`src/hdl/imes_pkg.sv`:
```
// Shared types, codes and constants for the I2C master event sequencer.
package imes_pkg;

   localparam int NUM_SLOTS = 6;

   localparam logic [15:0] MAX_LEN = 16'd255;

   localparam logic [1:0] CMD_WRITE = 2'd0;
   localparam logic [1:0] CMD_READ  = 2'd1;
   localparam logic [1:0] CMD_EVENT = 2'd2;

   localparam logic [1:0] ST_READY = 2'd0;
   localparam logic [1:0] ST_TX    = 2'd1;
   localparam logic [1:0] ST_RX    = 2'd2;

   localparam logic [2:0] EV_NONE     = 3'd0;
   localparam logic [2:0] EV_TX_DONE  = 3'd1;
   localparam logic [2:0] EV_RX_DONE  = 3'd2;
   localparam logic [2:0] EV_STOP     = 3'd3;
   localparam logic [2:0] EV_SLV_REQ  = 3'd4;
   localparam logic [2:0] EV_SLV_RECV = 3'd5;

   localparam int FLAG_SB     = 0;
   localparam int FLAG_ADDR   = 1;
   localparam int FLAG_BTF    = 2;
   localparam int FLAG_STOPF  = 3;
   localparam int FLAG_TXE    = 4;
   localparam int FLAG_RXNE   = 5;
   localparam int FLAG_MASTER = 6;
   localparam int FLAG_TRA    = 7;

   typedef struct packed {
      logic [1:0] cmd;
      logic [6:0] slave_addr;
      logic [7:0] length;
      logic       repeated_start;
      logic [7:0] status_flags;
      logic [7:0] tx_byte;
      logic [7:0] rx_byte;
   } req_item_type;

   typedef struct packed {
      logic [1:0] busy_state;
      logic       gen_start;
      logic       gen_stop;
      logic       clear_addr;
      logic       dr_write_valid;
      logic [7:0] dr_write_value;
      logic       ack_bit;
      logic       rx_valid;
      logic [7:0] rx_data;
      logic [2:0] app_event;
   } rsp_item_type;

   typedef struct packed {
      logic [1:0] xfer_state;
      logic [6:0] target_addr;
      logic [7:0] tx_remaining;
      logic [7:0] rx_remaining;
      logic [7:0] rx_total;
      logic       hold_bus;
      logic       event_irq_on;
      logic       buffer_irq_on;
      logic       ack_state;
   } seq_state_type;

endpackage

```
`src/hdl/imes_req_if.sv`:
```
// Request channel interface carrying start commands and bus status events.
interface imes_req_if;
   logic       valid;
   logic       ready;
   logic [1:0] cmd;
   logic [6:0] slave_addr;
   logic [7:0] length;
   logic       repeated_start;
   logic [7:0] status_flags;
   logic [7:0] tx_byte;
   logic [7:0] rx_byte;

   modport source (output valid, cmd, slave_addr, length, repeated_start, status_flags,
                   tx_byte, rx_byte, input ready);
   modport sink (input valid, cmd, slave_addr, length, repeated_start, status_flags,
                 tx_byte, rx_byte, output ready);
endinterface

```
`src/hdl/imes_rsp_if.sv`:
```
// Response channel interface carrying the sequencer's result items.
interface imes_rsp_if;
   logic       valid;
   logic       ready;
   logic [1:0] busy_state;
   logic       gen_start;
   logic       gen_stop;
   logic       clear_addr;
   logic       dr_write_valid;
   logic [7:0] dr_write_value;
   logic       ack_bit;
   logic       rx_valid;
   logic [7:0] rx_data;
   logic [2:0] app_event;
   logic       last;

   modport source (output valid, busy_state, gen_start, gen_stop, clear_addr,
                   dr_write_valid, dr_write_value, ack_bit, rx_valid, rx_data,
                   app_event, last, input ready);
   modport sink (input valid, busy_state, gen_start, gen_stop, clear_addr,
                 dr_write_valid, dr_write_value, ack_bit, rx_valid, rx_data,
                 app_event, last, output ready);
endinterface

```
`src/hdl/imes_csr_if.sv`:
```
// Configuration write channel interface for the ACK default register.
interface imes_csr_if;
   logic valid;
   logic ready;
   logic ack_default;

   modport source (output valid, ack_default, input ready);
   modport sink (input valid, ack_default, output ready);
endinterface

```
`src/hdl/i2c_master_event_sequencer_unit.sv`:
```
// Top level of the interrupt-driven I2C master transfer sequencer.
// The first result of a request is offered in the cycle after its transfer.
// Throughput: one request per cycle while each request yields one result and that
// result is taken; a request with more results holds the result registers until
// its last result is taken. Reset clears the transfer state, interrupt enables and
// counts, and sets ACK and the ACK default to enabled.
module i2c_master_event_sequencer_unit #(
   parameter logic [15:0] MAX_LEN = imes_pkg::MAX_LEN
) (
   input  logic       clock,
   input  logic       reset,
   imes_req_if.sink   req_ch,
   imes_rsp_if.source rsp_ch,
   imes_csr_if.sink   csr_ch
);
   import imes_pkg::*;

   localparam seq_state_type STATE_RESET = '{
      xfer_state:    ST_READY,
      target_addr:   7'd0,
      tx_remaining:  8'd0,
      rx_remaining:  8'd0,
      rx_total:      8'd0,
      hold_bus:      1'b0,
      event_irq_on:  1'b0,
      buffer_irq_on: 1'b0,
      ack_state:     1'b1
   };

   seq_state_type        state_ff;
   seq_state_type        state_in;
   seq_state_type        step_state;
   logic                 ack_default_ff;
   logic                 ack_default_in;
   req_item_type         req_item;
   rsp_item_type         slot [NUM_SLOTS];
   logic [NUM_SLOTS-1:0] slot_valid;
   rsp_item_type         rsp_item;
   logic                 rsp_last;
   logic                 can_load;
   logic                 req_xfer;

   assign req_item.cmd            = req_ch.cmd;
   assign req_item.slave_addr     = req_ch.slave_addr;
   assign req_item.length         = req_ch.length;
   assign req_item.repeated_start = req_ch.repeated_start;
   assign req_item.status_flags   = req_ch.status_flags;
   assign req_item.tx_byte        = req_ch.tx_byte;
   assign req_item.rx_byte        = req_ch.rx_byte;

   assign req_ch.ready = can_load;
   assign req_xfer     = req_ch.valid && can_load;
   assign csr_ch.ready = 1'b1;

   imes_step #(
      .MAX_LEN (MAX_LEN)
   ) u_step (
      .state_i       (state_ff),
      .req_i         (req_item),
      .ack_default_i (ack_default_ff),
      .state_o       (step_state),
      .slot_o        (slot),
      .slot_valid_o  (slot_valid)
   );

   imes_rsp_buf u_rsp_buf (
      .clock        (clock),
      .reset        (reset),
      .load_i       (req_xfer),
      .slot_i       (slot),
      .slot_valid_i (slot_valid),
      .rsp_ready_i  (rsp_ch.ready),
      .rsp_valid_o  (rsp_ch.valid),
      .rsp_item_o   (rsp_item),
      .rsp_last_o   (rsp_last),
      .can_load_o   (can_load)
   );

   assign state_in       = req_xfer ? step_state : state_ff;
   assign ack_default_in = csr_ch.valid ? csr_ch.ack_default : ack_default_ff;

   always_ff @(posedge clock) begin
      if (reset) begin
         state_ff       <= STATE_RESET;
         ack_default_ff <= 1'b1;
      end else begin
         state_ff       <= state_in;
         ack_default_ff <= ack_default_in;
      end
   end

   assign rsp_ch.busy_state     = rsp_item.busy_state;
   assign rsp_ch.gen_start      = rsp_item.gen_start;
   assign rsp_ch.gen_stop       = rsp_item.gen_stop;
   assign rsp_ch.clear_addr     = rsp_item.clear_addr;
   assign rsp_ch.dr_write_valid = rsp_item.dr_write_valid;
   assign rsp_ch.dr_write_value = rsp_item.dr_write_value;
   assign rsp_ch.ack_bit        = rsp_item.ack_bit;
   assign rsp_ch.rx_valid       = rsp_item.rx_valid;
   assign rsp_ch.rx_data        = rsp_item.rx_data;
   assign rsp_ch.app_event      = rsp_item.app_event;
   assign rsp_ch.last           = rsp_last;

endmodule

```
`src/hdl/imes_step.sv`:
```
// Combinational handler pass that turns one request into up to six result slots.
module imes_step #(
   parameter logic [15:0] MAX_LEN = imes_pkg::MAX_LEN
) (
   input  imes_pkg::seq_state_type state_i,
   input  imes_pkg::req_item_type  req_i,
   input  logic                    ack_default_i,
   output imes_pkg::seq_state_type state_o,
   output imes_pkg::rsp_item_type  slot_o [imes_pkg::NUM_SLOTS],
   output logic [imes_pkg::NUM_SLOTS-1:0] slot_valid_o
);
   import imes_pkg::*;

   function automatic rsp_item_type mk_item(input logic [1:0] busy, input logic start,
                                            input logic stop, input logic clr,
                                            input logic dwv, input logic [7:0] dwval,
                                            input logic ack, input logic rxv,
                                            input logic [7:0] rxd, input logic [2:0] ev);
      rsp_item_type it;
      it.busy_state     = busy;
      it.gen_start      = start;
      it.gen_stop       = stop;
      it.clear_addr     = clr;
      it.dr_write_valid = dwv;
      it.dr_write_value = dwv ? dwval : 8'd0;
      it.ack_bit        = ack;
      it.rx_valid       = rxv;
      it.rx_data        = rxv ? rxd : 8'd0;
      it.app_event      = ev;
      return it;
   endfunction

   seq_state_type st;
   rsp_item_type  slot [NUM_SLOTS];
   logic [NUM_SLOTS-1:0] vld;
   logic [7:0] len_c;
   logic       ev_en;
   logic       buf_en;
   logic       master;
   logic       tra;
   logic       got;
   logic       stop;
   logic [2:0] evc;

   always_comb begin
      st     = state_i;
      vld    = '0;
      got    = 1'b0;
      stop   = 1'b0;
      evc    = EV_NONE;
      for (int i = 0; i < NUM_SLOTS; i++) begin
         slot[i] = '0;
      end
      len_c  = ({8'd0, req_i.length} > MAX_LEN) ? MAX_LEN[7:0] : req_i.length;
      ev_en  = state_i.event_irq_on;
      buf_en = state_i.buffer_irq_on;
      master = req_i.status_flags[FLAG_MASTER];
      tra    = req_i.status_flags[FLAG_TRA];

      unique case (req_i.cmd)
         CMD_WRITE, CMD_READ: begin
            if (state_i.xfer_state == ST_TX || state_i.xfer_state == ST_RX) begin
               slot[0] = mk_item(state_i.xfer_state, 1'b0, 1'b0, 1'b0, 1'b0, 8'd0,
                                 st.ack_state, 1'b0, 8'd0, EV_NONE);
               vld[0]  = 1'b1;
            end else begin
               st.target_addr = req_i.slave_addr;
               st.hold_bus    = req_i.repeated_start;
               if (req_i.cmd == CMD_WRITE) begin
                  st.tx_remaining = len_c;
                  st.xfer_state   = ST_TX;
               end else begin
                  st.rx_remaining = len_c;
                  st.rx_total     = len_c;
                  st.xfer_state   = ST_RX;
               end
               st.event_irq_on  = 1'b1;
               st.buffer_irq_on = 1'b1;
               slot[0] = mk_item(state_i.xfer_state, 1'b1, 1'b0, 1'b0, 1'b0, 8'd0,
                                 st.ack_state, 1'b0, 8'd0, EV_NONE);
               vld[0]  = 1'b1;
            end
         end
         CMD_EVENT: begin
            // Start condition sent: put the address byte with the direction bit out.
            if (ev_en && req_i.status_flags[FLAG_SB]) begin
               if (st.xfer_state == ST_TX) begin
                  slot[0] = mk_item(st.xfer_state, 1'b0, 1'b0, 1'b0, 1'b1,
                                    {st.target_addr, 1'b0}, st.ack_state, 1'b0, 8'd0,
                                    EV_NONE);
                  vld[0]  = 1'b1;
               end else if (st.xfer_state == ST_RX) begin
                  slot[0] = mk_item(st.xfer_state, 1'b0, 1'b0, 1'b0, 1'b1,
                                    {st.target_addr, 1'b1}, st.ack_state, 1'b0, 8'd0,
                                    EV_NONE);
                  vld[0]  = 1'b1;
               end
            end
            if (ev_en && req_i.status_flags[FLAG_ADDR]) begin
               if (master && st.xfer_state == ST_RX && st.rx_total == 8'd1) begin
                  st.ack_state = 1'b0;
               end
               slot[1] = mk_item(st.xfer_state, 1'b0, 1'b0, 1'b1, 1'b0, 8'd0,
                                 st.ack_state, 1'b0, 8'd0, EV_NONE);
               vld[1]  = 1'b1;
            end
            if (ev_en && req_i.status_flags[FLAG_BTF]) begin
               if (st.xfer_state == ST_TX && st.tx_remaining == 8'd0) begin
                  st.event_irq_on  = 1'b0;
                  st.buffer_irq_on = 1'b0;
                  st.tx_remaining  = 8'd0;
                  st.rx_remaining  = 8'd0;
                  st.rx_total      = 8'd0;
                  st.xfer_state    = ST_READY;
                  slot[2] = mk_item(st.xfer_state, 1'b0, ~st.hold_bus, 1'b0, 1'b0, 8'd0,
                                    st.ack_state, 1'b0, 8'd0, EV_TX_DONE);
                  vld[2]  = 1'b1;
               end
            end
            if (ev_en && req_i.status_flags[FLAG_STOPF]) begin
               slot[3] = mk_item(st.xfer_state, 1'b0, 1'b0, 1'b0, 1'b0, 8'd0,
                                 st.ack_state, 1'b0, 8'd0, EV_STOP);
               vld[3]  = 1'b1;
            end
            if (ev_en && buf_en && req_i.status_flags[FLAG_TXE]) begin
               if (master) begin
                  if (st.xfer_state == ST_TX && st.tx_remaining != 8'd0) begin
                     st.tx_remaining = st.tx_remaining - 8'd1;
                     slot[4] = mk_item(st.xfer_state, 1'b0, 1'b0, 1'b0, 1'b1,
                                       req_i.tx_byte, st.ack_state, 1'b0, 8'd0, EV_NONE);
                     vld[4]  = 1'b1;
                  end
               end else if (tra) begin
                  slot[4] = mk_item(st.xfer_state, 1'b0, 1'b0, 1'b0, 1'b0, 8'd0,
                                    st.ack_state, 1'b0, 8'd0, EV_SLV_REQ);
                  vld[4]  = 1'b1;
               end
            end
            if (ev_en && buf_en && req_i.status_flags[FLAG_RXNE]) begin
               if (master) begin
                  if (st.xfer_state == ST_RX) begin
                     if (st.rx_total != 8'd0) begin
                        if (st.rx_total > 8'd1 && st.rx_remaining == 8'd2) begin
                           st.ack_state = 1'b0;
                        end
                        got = 1'b1;
                        if (st.rx_remaining != 8'd0) begin
                           st.rx_remaining = st.rx_remaining - 8'd1;
                        end
                     end
                     if (st.rx_remaining == 8'd0) begin
                        stop             = ~st.hold_bus;
                        st.event_irq_on  = 1'b0;
                        st.buffer_irq_on = 1'b0;
                        st.tx_remaining  = 8'd0;
                        st.rx_remaining  = 8'd0;
                        st.rx_total      = 8'd0;
                        st.xfer_state    = ST_READY;
                        if (ack_default_i) begin
                           st.ack_state = 1'b1;
                        end
                        evc = EV_RX_DONE;
                     end
                     slot[5] = mk_item(st.xfer_state, 1'b0, stop, 1'b0, 1'b0, 8'd0,
                                       st.ack_state, got, req_i.rx_byte, evc);
                     vld[5]  = 1'b1;
                  end
               end else if (!tra) begin
                  slot[5] = mk_item(st.xfer_state, 1'b0, 1'b0, 1'b0, 1'b0, 8'd0,
                                    st.ack_state, 1'b0, 8'd0, EV_SLV_RECV);
                  vld[5]  = 1'b1;
               end
            end
         end
         default: begin
         end
      endcase

      // A request that triggers no handler still answers with one idle transfer.
      if (vld == '0) begin
         slot[0] = mk_item(st.xfer_state, 1'b0, 1'b0, 1'b0, 1'b0, 8'd0,
                           st.ack_state, 1'b0, 8'd0, EV_NONE);
         vld[0]  = 1'b1;
      end
   end

   assign state_o      = st;
   assign slot_o       = slot;
   assign slot_valid_o = vld;

endmodule

```
`src/hdl/imes_rsp_buf.sv`:
```
// Result register bank that delivers the pending slots of one request in order.
module imes_rsp_buf (
   input  logic                          clock,
   input  logic                          reset,
   input  logic                          load_i,
   input  imes_pkg::rsp_item_type        slot_i [imes_pkg::NUM_SLOTS],
   input  logic [imes_pkg::NUM_SLOTS-1:0] slot_valid_i,
   input  logic                          rsp_ready_i,
   output logic                          rsp_valid_o,
   output imes_pkg::rsp_item_type        rsp_item_o,
   output logic                          rsp_last_o,
   output logic                          can_load_o
);
   import imes_pkg::*;

   rsp_item_type         slots_ff [NUM_SLOTS];
   rsp_item_type         slots_in [NUM_SLOTS];
   logic [NUM_SLOTS-1:0] pend_ff;
   logic [NUM_SLOTS-1:0] pend_in;
   logic [NUM_SLOTS-1:0] sel_oh;
   rsp_item_type         cur;
   logic                 xfer_done;

   always_comb begin
      sel_oh = pend_ff & (~pend_ff + NUM_SLOTS'(1));
      cur    = '0;
      for (int i = 0; i < NUM_SLOTS; i++) begin
         if (sel_oh[i]) begin
            cur = cur | slots_ff[i];
         end
      end
   end

   assign rsp_valid_o = pend_ff != '0;
   assign rsp_item_o  = cur;
   assign rsp_last_o  = (pend_ff & ~sel_oh) == '0;
   assign xfer_done   = rsp_valid_o && rsp_ready_i;
   assign can_load_o  = !rsp_valid_o || (xfer_done && rsp_last_o);

   always_comb begin
      slots_in = slots_ff;
      pend_in  = pend_ff;
      if (load_i) begin
         slots_in = slot_i;
         pend_in  = slot_valid_i;
      end else if (xfer_done) begin
         pend_in = pend_ff & ~sel_oh;
      end
   end

   always_ff @(posedge clock) begin
      if (reset) begin
         pend_ff <= '0;
      end else begin
         pend_ff <= pend_in;
      end
      slots_ff <= slots_in;
   end

endmodule

```
`src/flat_wrapper.sv`:
```
// flat-port wrapper written by rule: the top's interface ports become plain ports
module i2c_master_event_sequencer_unit_flat import imes_pkg::*;
#(
   parameter logic [15:0] MAX_LEN = imes_pkg::MAX_LEN
)
  (clock, reset, req_ch_valid, req_ch_cmd, req_ch_slave_addr, req_ch_length, req_ch_repeated_start, req_ch_status_flags, req_ch_tx_byte, req_ch_rx_byte, req_ch_ready, rsp_ch_valid, rsp_ch_busy_state, rsp_ch_gen_start, rsp_ch_gen_stop, rsp_ch_clear_addr, rsp_ch_dr_write_valid, rsp_ch_dr_write_value, rsp_ch_ack_bit, rsp_ch_rx_valid, rsp_ch_rx_data, rsp_ch_app_event, rsp_ch_last, rsp_ch_ready, csr_ch_valid, csr_ch_ack_default, csr_ch_ready);
  imes_req_if req_ch_i ();
  imes_rsp_if rsp_ch_i ();
  imes_csr_if csr_ch_i ();
  input  logic clock;
  input  logic reset;
  input wire logic [$bits(req_ch_i.valid)-1:0] req_ch_valid;
  input wire logic [$bits(req_ch_i.cmd)-1:0] req_ch_cmd;
  input wire logic [$bits(req_ch_i.slave_addr)-1:0] req_ch_slave_addr;
  input wire logic [$bits(req_ch_i.length)-1:0] req_ch_length;
  input wire logic [$bits(req_ch_i.repeated_start)-1:0] req_ch_repeated_start;
  input wire logic [$bits(req_ch_i.status_flags)-1:0] req_ch_status_flags;
  input wire logic [$bits(req_ch_i.tx_byte)-1:0] req_ch_tx_byte;
  input wire logic [$bits(req_ch_i.rx_byte)-1:0] req_ch_rx_byte;
  output wire logic [$bits(req_ch_i.ready)-1:0] req_ch_ready;
  output wire logic [$bits(rsp_ch_i.valid)-1:0] rsp_ch_valid;
  output wire logic [$bits(rsp_ch_i.busy_state)-1:0] rsp_ch_busy_state;
  output wire logic [$bits(rsp_ch_i.gen_start)-1:0] rsp_ch_gen_start;
  output wire logic [$bits(rsp_ch_i.gen_stop)-1:0] rsp_ch_gen_stop;
  output wire logic [$bits(rsp_ch_i.clear_addr)-1:0] rsp_ch_clear_addr;
  output wire logic [$bits(rsp_ch_i.dr_write_valid)-1:0] rsp_ch_dr_write_valid;
  output wire logic [$bits(rsp_ch_i.dr_write_value)-1:0] rsp_ch_dr_write_value;
  output wire logic [$bits(rsp_ch_i.ack_bit)-1:0] rsp_ch_ack_bit;
  output wire logic [$bits(rsp_ch_i.rx_valid)-1:0] rsp_ch_rx_valid;
  output wire logic [$bits(rsp_ch_i.rx_data)-1:0] rsp_ch_rx_data;
  output wire logic [$bits(rsp_ch_i.app_event)-1:0] rsp_ch_app_event;
  output wire logic [$bits(rsp_ch_i.last)-1:0] rsp_ch_last;
  input wire logic [$bits(rsp_ch_i.ready)-1:0] rsp_ch_ready;
  input wire logic [$bits(csr_ch_i.valid)-1:0] csr_ch_valid;
  input wire logic [$bits(csr_ch_i.ack_default)-1:0] csr_ch_ack_default;
  output wire logic [$bits(csr_ch_i.ready)-1:0] csr_ch_ready;
  assign req_ch_i.valid = req_ch_valid;
  assign req_ch_i.cmd = req_ch_cmd;
  assign req_ch_i.slave_addr = req_ch_slave_addr;
  assign req_ch_i.length = req_ch_length;
  assign req_ch_i.repeated_start = req_ch_repeated_start;
  assign req_ch_i.status_flags = req_ch_status_flags;
  assign req_ch_i.tx_byte = req_ch_tx_byte;
  assign req_ch_i.rx_byte = req_ch_rx_byte;
  assign req_ch_ready = req_ch_i.ready;
  assign rsp_ch_valid = rsp_ch_i.valid;
  assign rsp_ch_busy_state = rsp_ch_i.busy_state;
  assign rsp_ch_gen_start = rsp_ch_i.gen_start;
  assign rsp_ch_gen_stop = rsp_ch_i.gen_stop;
  assign rsp_ch_clear_addr = rsp_ch_i.clear_addr;
  assign rsp_ch_dr_write_valid = rsp_ch_i.dr_write_valid;
  assign rsp_ch_dr_write_value = rsp_ch_i.dr_write_value;
  assign rsp_ch_ack_bit = rsp_ch_i.ack_bit;
  assign rsp_ch_rx_valid = rsp_ch_i.rx_valid;
  assign rsp_ch_rx_data = rsp_ch_i.rx_data;
  assign rsp_ch_app_event = rsp_ch_i.app_event;
  assign rsp_ch_last = rsp_ch_i.last;
  assign rsp_ch_i.ready = rsp_ch_ready;
  assign csr_ch_i.valid = csr_ch_valid;
  assign csr_ch_i.ack_default = csr_ch_ack_default;
  assign csr_ch_ready = csr_ch_i.ready;
  i2c_master_event_sequencer_unit #(.MAX_LEN(MAX_LEN)) u_core (.clock(clock), .reset(reset), .req_ch(req_ch_i), .rsp_ch(rsp_ch_i), .csr_ch(csr_ch_i));
endmodule
```
`config.mk`:
```
export PLATFORM = sky130hd
export DESIGN_NAME = i2c_master_event_sequencer_unit_flat
export DESIGN_NICKNAME = d
export VERILOG_FILES = /design/src/hdl/imes_pkg.sv /design/src/hdl/imes_req_if.sv /design/src/hdl/imes_rsp_if.sv /design/src/hdl/imes_csr_if.sv /design/src/hdl/i2c_master_event_sequencer_unit.sv /design/src/hdl/imes_step.sv /design/src/hdl/imes_rsp_buf.sv /design/src/flat_wrapper.sv
export SDC_FILE = /design/constraint.sdc
export NUM_CORES = 1
export LEC_CHECK = 0
export ABC_AREA = 1
export BUFFER_PORTS_ARGS = -buffer_cell sky130_fd_sc_hd__buf_2
export CAP_MARGIN = 20
export CORE_ASPECT_RATIO = 0.8
export CORE_MARGIN = 10
export CORE_UTILIZATION = 40
export CTS_BUF_LIST = sky130_fd_sc_hd__clkbuf_4 sky130_fd_sc_hd__clkbuf_8
export DETAILED_ROUTE_END_ITERATION = 16
export PLACE_DENSITY = 0.56
export SLEW_MARGIN = 20
export SYNTH_ARGS = -nofsm -noshare
export SYNTH_HDL_FRONTEND = slang
export SYNTH_SLANG_ARGS = --single-unit
```
`constraint.sdc`:
```
create_clock -name clock -period 3.43 [get_ports clock]
set_input_delay 0.343 -clock clock [delete_from_list [all_inputs] [get_ports clock]]
set_output_delay 0.343 -clock clock [all_outputs]
set_load 0.005 [all_outputs]
```
# Word level (Yosys, flattened, before mapping)
# Index checks and enable logic that the tools add are counted.
# word_totals
ff_bits	206
latchBits	0
mem_bits_rw	0
rom_bits	0
inputBits	48
output_inout_bits	31
wordCells	233
memories	0
# op_classes
addsub	3
multipliers	0
div_mod_pow	0
magnitude_cmp	1
n_eq_ne	11
shifts	0
muxes	96
n_bitwise	11
n_reduce_logical	40
# ops
cell	count
2-to-1 mux 27 bit	16
2-to-1 mux 24 bit	7
OR 27 bit	5
2-to-1 mux 8 bit	11
case mux 27 bit (2 select lines)	1
case mux 24 bit (2 select lines)	1
2-to-1 mux 36 bit	1
2-to-1 mux 1 bit	33
2-to-1 mux 2 bit	13
2-to-1 mux 25 bit	1
nonzero test 8 bit	3
2-to-1 mux 23 bit	1
zero test 8 bit	2
2-to-1 mux 16 bit	1
subtractor 8 x 1 -> 8 bit, second input constant	2
logical AND 1 bit	15
AND 6 bit	2
zero test 6 bit	2
2-to-1 mux 3 bit	4
2-to-1 mux 6 bit	2
NOT 6 bit	2
AND reduction 2 bit	5
AND reduction 3 bit	3
equality test 8 x 1 -> 1 bit, second input constant	1
17 further kinds	28

# Longest topological paths before layout
# logic_depth
word_depth	19
depth_mapped	24
ltp_nobuf	22

# Hierarchy
# Synthesis repeated with hierarchy kept, for this count alone.
# hier_totals
hier_cells	1315
area_unflattened_um2	11124.4
# modules_own_cells
mod	n_inst	cells_per_inst	area_each_um2	seq_area_each_um2
imes_rsp_buf	1	518	6492.5	4984.8
imes_step	1	557	3057.9	0.0
i2c_master_event_sequencer_unit	1	240	1574.0	760.7

# Worst setup path after synthesis
# Ideal clock, no wire load.
# synth_timing
path_type	reg-to-reg
start	register u_core.state_ff[36] (netlist name)
end	register u_core.u_rsp_buf.slots_ff[161] (netlist name), data pin
setup_ns	0.260
t_arrival_ns	2.611
required_ns	3.170
slack_ns	0.559
stages_incl_launch_ff	23
path_buffers	3
synth_period_minus_slack_ns	2.871
path_cell_list	dfxtp_1 > inv_1 > ha_1 > nand2_1 > nor2_1 > nand3_4 > buf_6 > buf_6 > nand2_1 > ha_1 > nand2_1 > nor2_1 > nor2_1 > nand2_1 > nand2_1 > nand2_1 > nor2_1 > nand4_1 > buf_4 > nand2_1 > nand3_1 > nand2_1 > o21ai_1
# synth_rtl
element	line	source
start: declaration	i2c_master_event_sequencer_unit.sv:30	seq_state_type state_ff;
start signal: assignment	i2c_master_event_sequencer_unit.sv:87	state_ff <= state_in;
end signal: assignment	imes_rsp_buf.sv:57	slots_ff <= slots_in;
end: declaration	imes_rsp_buf.sv:16	rsp_item_type slots_ff [NUM_SLOTS];

# Worst setup path in the final report
# layout_timing
start	register u_core.state_ff[36] (netlist name)
end	register u_core.state_ff[4] (netlist name)
# layout_via
elab_chain_len	18
word_cells_on_any_way	28
classes_between	1 x add/sub; 4 x eq/ne; 17 x mux; 6 x reduce/logical
# layout_lines
element	line	source
equality test 2 x 1 -> 1 bit	imes_step.sv:62, imes_step.sv:108	
logical AND 1 bit	imes_step.sv:108	if (st.xfer_state == ST_TX && st.tx_remaining == 8'd0) begin
2-to-1 mux 24 bit	imes_step.sv:108	
2-to-1 mux 24 bit	imes_step.sv:107	if (ev_en && req_i.status_flags[FLAG_BTF]) begin
2-to-1 mux 24 bit	imes_step.sv:60	unique case (req_i.cmd)
subtractor 8 x 1 -> 8 bit or nonzero test 8 bit (tied branches)	imes_step.sv:148, imes_step.sv:147	
2-to-1 mux 8 bit	imes_step.sv:147	if (st.rx_remaining != 8'd0) begin
2-to-1 mux 8 bit	imes_step.sv:142	if (st.rx_total != 8'd0) begin
(+2 left out)	n/a	
2-to-1 mux 8 bit	imes_step.sv:139	if (ev_en && buf_en && req_i.status_flags[FLAG_RXNE]) begin
2-to-1 mux 8 bit	imes_step.sv:60	
zero test 8 bit	imes_step.sv:151	if (st.rx_remaining == 8'd0) begin
2-to-1 mux 24 bit	imes_step.sv:151	
2-to-1 mux 24 bit	imes_step.sv:141	if (st.xfer_state == ST_RX) begin
2-to-1 mux 24 bit	imes_step.sv:140	if (master) begin
2-to-1 mux 24 bit	imes_step.sv:139	
case mux 24 bit (2 select lines)	imes_step.sv:60	
# Several ways; a longest one is shown, not always the timed one. The select of a mux whose other input is x is not followed.
# A chain may end at the register's enable or synchronous reset.

==> summary.md <==
| Metric | Value |
|---|---|
| Number of buffers added on ports | `77` |
| Number of hold violations in the final report | `0` |
| Gate Count Post-Synth | `661` |
| CP Class | `register to register` |
| Seq/Total Area, Yosys | `46.09%` |
| DR iter-0 viols | `433` |
| Cell taking the most area after synthesis | `edfxtp_1` |
| Cell Pwr Density | `598.6 nW/µm²` |
| Routed WL | `14940 µm` |
| Hold endpoint | `u_core.ack_default_ff$_SDFFE_PP1P_` |
| Total track usage | `16.30%` |
| Std-Cell Rows | `37` |
| H-tree levels | `3` |
| Synth Register Bits | `96` |
| Drt drc | `0` |
| Leakage | `2.758 nW` |
| # Max-Cap Violations | `0` |
| Clock transition at path regs | `0.10 ns` |
| Die area | `18280 µm²` |
| Final Power | `0.003632 W` |
| Worst reg2reg setup slack | `0.38 ns` |
| Post-synth EDFFs | `52` |
| Syn_nets | `721` |
| Worst slew pin tran | `0.7847 ns` |
| Async set or reset register ratio after synthesis | `0%` |
| Setup TNS | `0 ns` |
| Crit path buf inv count | `1` |
| DRT antenna net count | `0` |
| Synth Cell Area | `5299 µm²` |
| Pre-antenna DRT Iters | `5` |
| Inserted Diodes | `0` |
| Netlist cell types | `44` |
| Clk buf depth | `2` |
| Die Span X | `148.7 µm` |
| Hold Path Cell Cnt | `2` |
| Via count | `4687` |
| Mean routed wirelength per cell | `16.17 µm` |
| Most frequent CP cell | `nand2_1` |
| Routability Congestion | `0.9058` |
| CP max stage cell | `dfxtp_1` |
| GRT overflow | `0` |
| Fill count | `1317` |
| Final worst path period share | `88.93%` |
| Crit path max-delay family | `simple AND/OR/NAND/NOR gates` |
| Synth warn | `0` |
| Root Buffer | `clkbuf_8` |
| Most common cell in the netlist | `nand2_1` |
| Vias in the first global route | `4531` |
| Tmin final | `3.050 ns` |
| Util after Layout | `46.97%` |
| Initial core utilization | `41.02%` |
| RR Startpoint | `u_core.state_ff[36]$_SDFFE_PP0P_` |
| CP Max Fanout | `9` |
| Total clock sinks | `96` |
| Core Area | `12920 µm²` |
| Maximum vdd drop | `0.0002571 V` |
| Vias/cell | `5.073` |
| Die Y | `122.9 µm` |
| Antenna violations before repair | `0` |
| RSZ-0062 raised after global routing | `false` |
| CTS tree | `done` |
| Final setup violation count | `0` |
| Synth Area per Inst | `8.016 µm²` |
| DP HPWL | `11520 µm` |
| Final-report max-slew violation count | `0` |
| Required @ worst endpoint | `3.67 ns` |
| Num CTS Buffers | `9` |
| Worst-Skew Late Latency | `0.37 ns` |
| Global-route wire length before repair | `23870 µm` |
| Min-delay src | `csr_ch_valid` |
| Main synth FF type | `edfxtp_1` |
| FMAX | `0.3278 GHz` |
| Type of origin of the critical path | `register` |
| Status | `complete, no violations` |
| Synth cell count leaders | `127 x nand2_1, 91 x inv_1, 72 x nor2_1` |
| Slew HR | `47.63%` |
| Biggest cell delay along the critical path | `0.51 ns` |
| I/O pin count | `79` |
| CP cell instances | `inv_1 > ha_1 > nand2_1 > nor2_1 > nand3_4 > nand2_1 > ha_1 > nand2_1 > nor2_1 > nor2_1 > nand2_1 > nand2_1 > nand2_1 > nor2_1 > nand4_1 > nand3_1 > nand2_2 > nand2_1 > a21oi_1` |
| Share of cells above drive strength 1 | `19.89%` |
| Worst setup EP type | `register` |
| Clock skew | `0.009254 ns` |
| Hold crit path type | `primary input to register` |
| Largest net degree at the start of global routing | `48` |
| Final net count | `804` |
| Area contributors post-synth | `edfxtp_1 29%, dfxtp_1 17%, nand2_1 9.0%` |
| Synth top area share | `29.47%` |
| Data arrival, critical path | `3.29 ns` |
| Reg2reg end | `u_core.state_ff[4]$_SDFFE_PP0P_` |
| R2r worst-path depth | `19` |
| Synth-to-Final Area Change | `14.50%` |
## worst max-delay path by stage
stage                                startpoint                                       end  slack, ns  cells after the start
2_1_floorplan  u_core.state_ff[36]$_SDFFE_PP0P_  u_core.u_rsp_buf.slots_ff[161]$_DFFE_PP_       0.56                     22
3_3_place_gp   u_core.state_ff[36]$_SDFFE_PP0P_           u_core.state_ff[6]$_SDFFE_PP0P_       0.43                     19
3_5_place_dp   u_core.state_ff[36]$_SDFFE_PP0P_           u_core.state_ff[8]$_SDFFE_PP0P_       0.39                     19
4_1_cts        u_core.state_ff[36]$_SDFFE_PP0P_          u_core.state_ff[10]$_SDFFE_PP0P_       0.36                     19
5_1_grt        u_core.state_ff[36]$_SDFFE_PP0P_  u_core.u_rsp_buf.slots_ff[147]$_DFFE_PP_      0.006                     21
6_report       u_core.state_ff[36]$_SDFFE_PP0P_           u_core.state_ff[4]$_SDFFE_PP0P_       0.38                     19
## logic make-up (layout without fill, tap and decap cells)
logic type | Yosys count | after routing | share of synthesized area, %
AO/OA/AOI/OAI | 131 | 131 | 15.04
flip-flops | 96 | 96 | 46.09
other | 1 | 1 | 0.07077
AND/OR/NAND/NOR | 297 | 297 | 25.88
XOR/XNOR | 5 | 5 | 0.8264
buffers and inverters | 119 | 207 | 9.256
adder cells (fa/ha/maj) | 12 | 12 | 2.833
## final cells by class
cell class	instances	area (µm²)	share of cell area (%)
multi-input combinational	446	2369	39.04
timing repair buffer	89	475.5	7.837
clock buffer	10	131.4	2.165
inverter	102	387.9	6.393
clock inverter	6	42.54	0.7012
tap	175	219.0	3.609
sequential	96	2442	40.26
## sequential cells by signal, summed over array words and instances (netlist names)
register / count
u_core.u_rsp_buf.pend_ff: 6
u_core.state_ff: 37
u_core.u_rsp_buf.slots_ff: 52
u_core.ack_default_ff: 1
## through the flow
step / area [µm²] / cells / setup slack (ns) / hold WS [ns]
final: 6067 / 924 / 0.3797 / 0.1584
after global placement: 5891 / 908 / 0.4319 / 0.4414
after global routing: 6067 / 924 / 0.005815 / 0.1612
after detailed placement: 5891 / 908 / 0.3893 / 0.4536
after floorplan: 5299 / 661 / 0.5595 / 0.4307
after CTS: 6065 / 924 / 0.3617 / 0.1480
## where the power goes
part           internal, W  switching (W)  leakage [nW]
registers          0.00151       0.000150         0.877
clock network     0.000274       0.000419        0.0843
logic             0.000417       0.000861          1.80
## layer usage
layer / part of all wire, % / global-route usage [%] / vias to the layer above
met4: 0.55 / 3.214 / 0
met3: 6.6 / 3.943 / 8
met2: 44 / 25.39 / 137
met5: 0 / 0 / -
li1: - / - / 2370
met1: 48 / 22.64 / 2172
## repair_timing
item | CTS | global route
hold buffers | 0 | 0
setup endpoints to repair | 0 | 8
setup buffers | 0 | 0
resized for setup | 0 | 1
## placed cells by master, fill, tap and decap left out, drive strengths merged
master    instances
nor3             17
a31oi            14
o41ai             1
clkbuf           10
nand4             9
dfxtp            44
o211ai            9
or2               1
nor3b             1
and3              1
clkinv            4
nand2           136
a21oi            48
a22o             10
nand3            42
o31ai             1
clkinvlp          2
nor4              2
buf              89
o2111ai           1
edfxtp           52
o22ai             1
conb              1
nor2             85
xor2              5
o21ai            43
ha               12
nand3b            3
inv             102
a221oi            3
## worst reg2reg max path, delay by kind of cell, from the launching register on
kind | cells | cell delay [ns]
buf+inv | 1 | 0.16
compound gates | 1 | 0.05
flops | 1 | 0.51
simple gates | 15 | 1.73
fa+ha+maj | 2 | 0.46
Power figures use the tool's default switching activity.
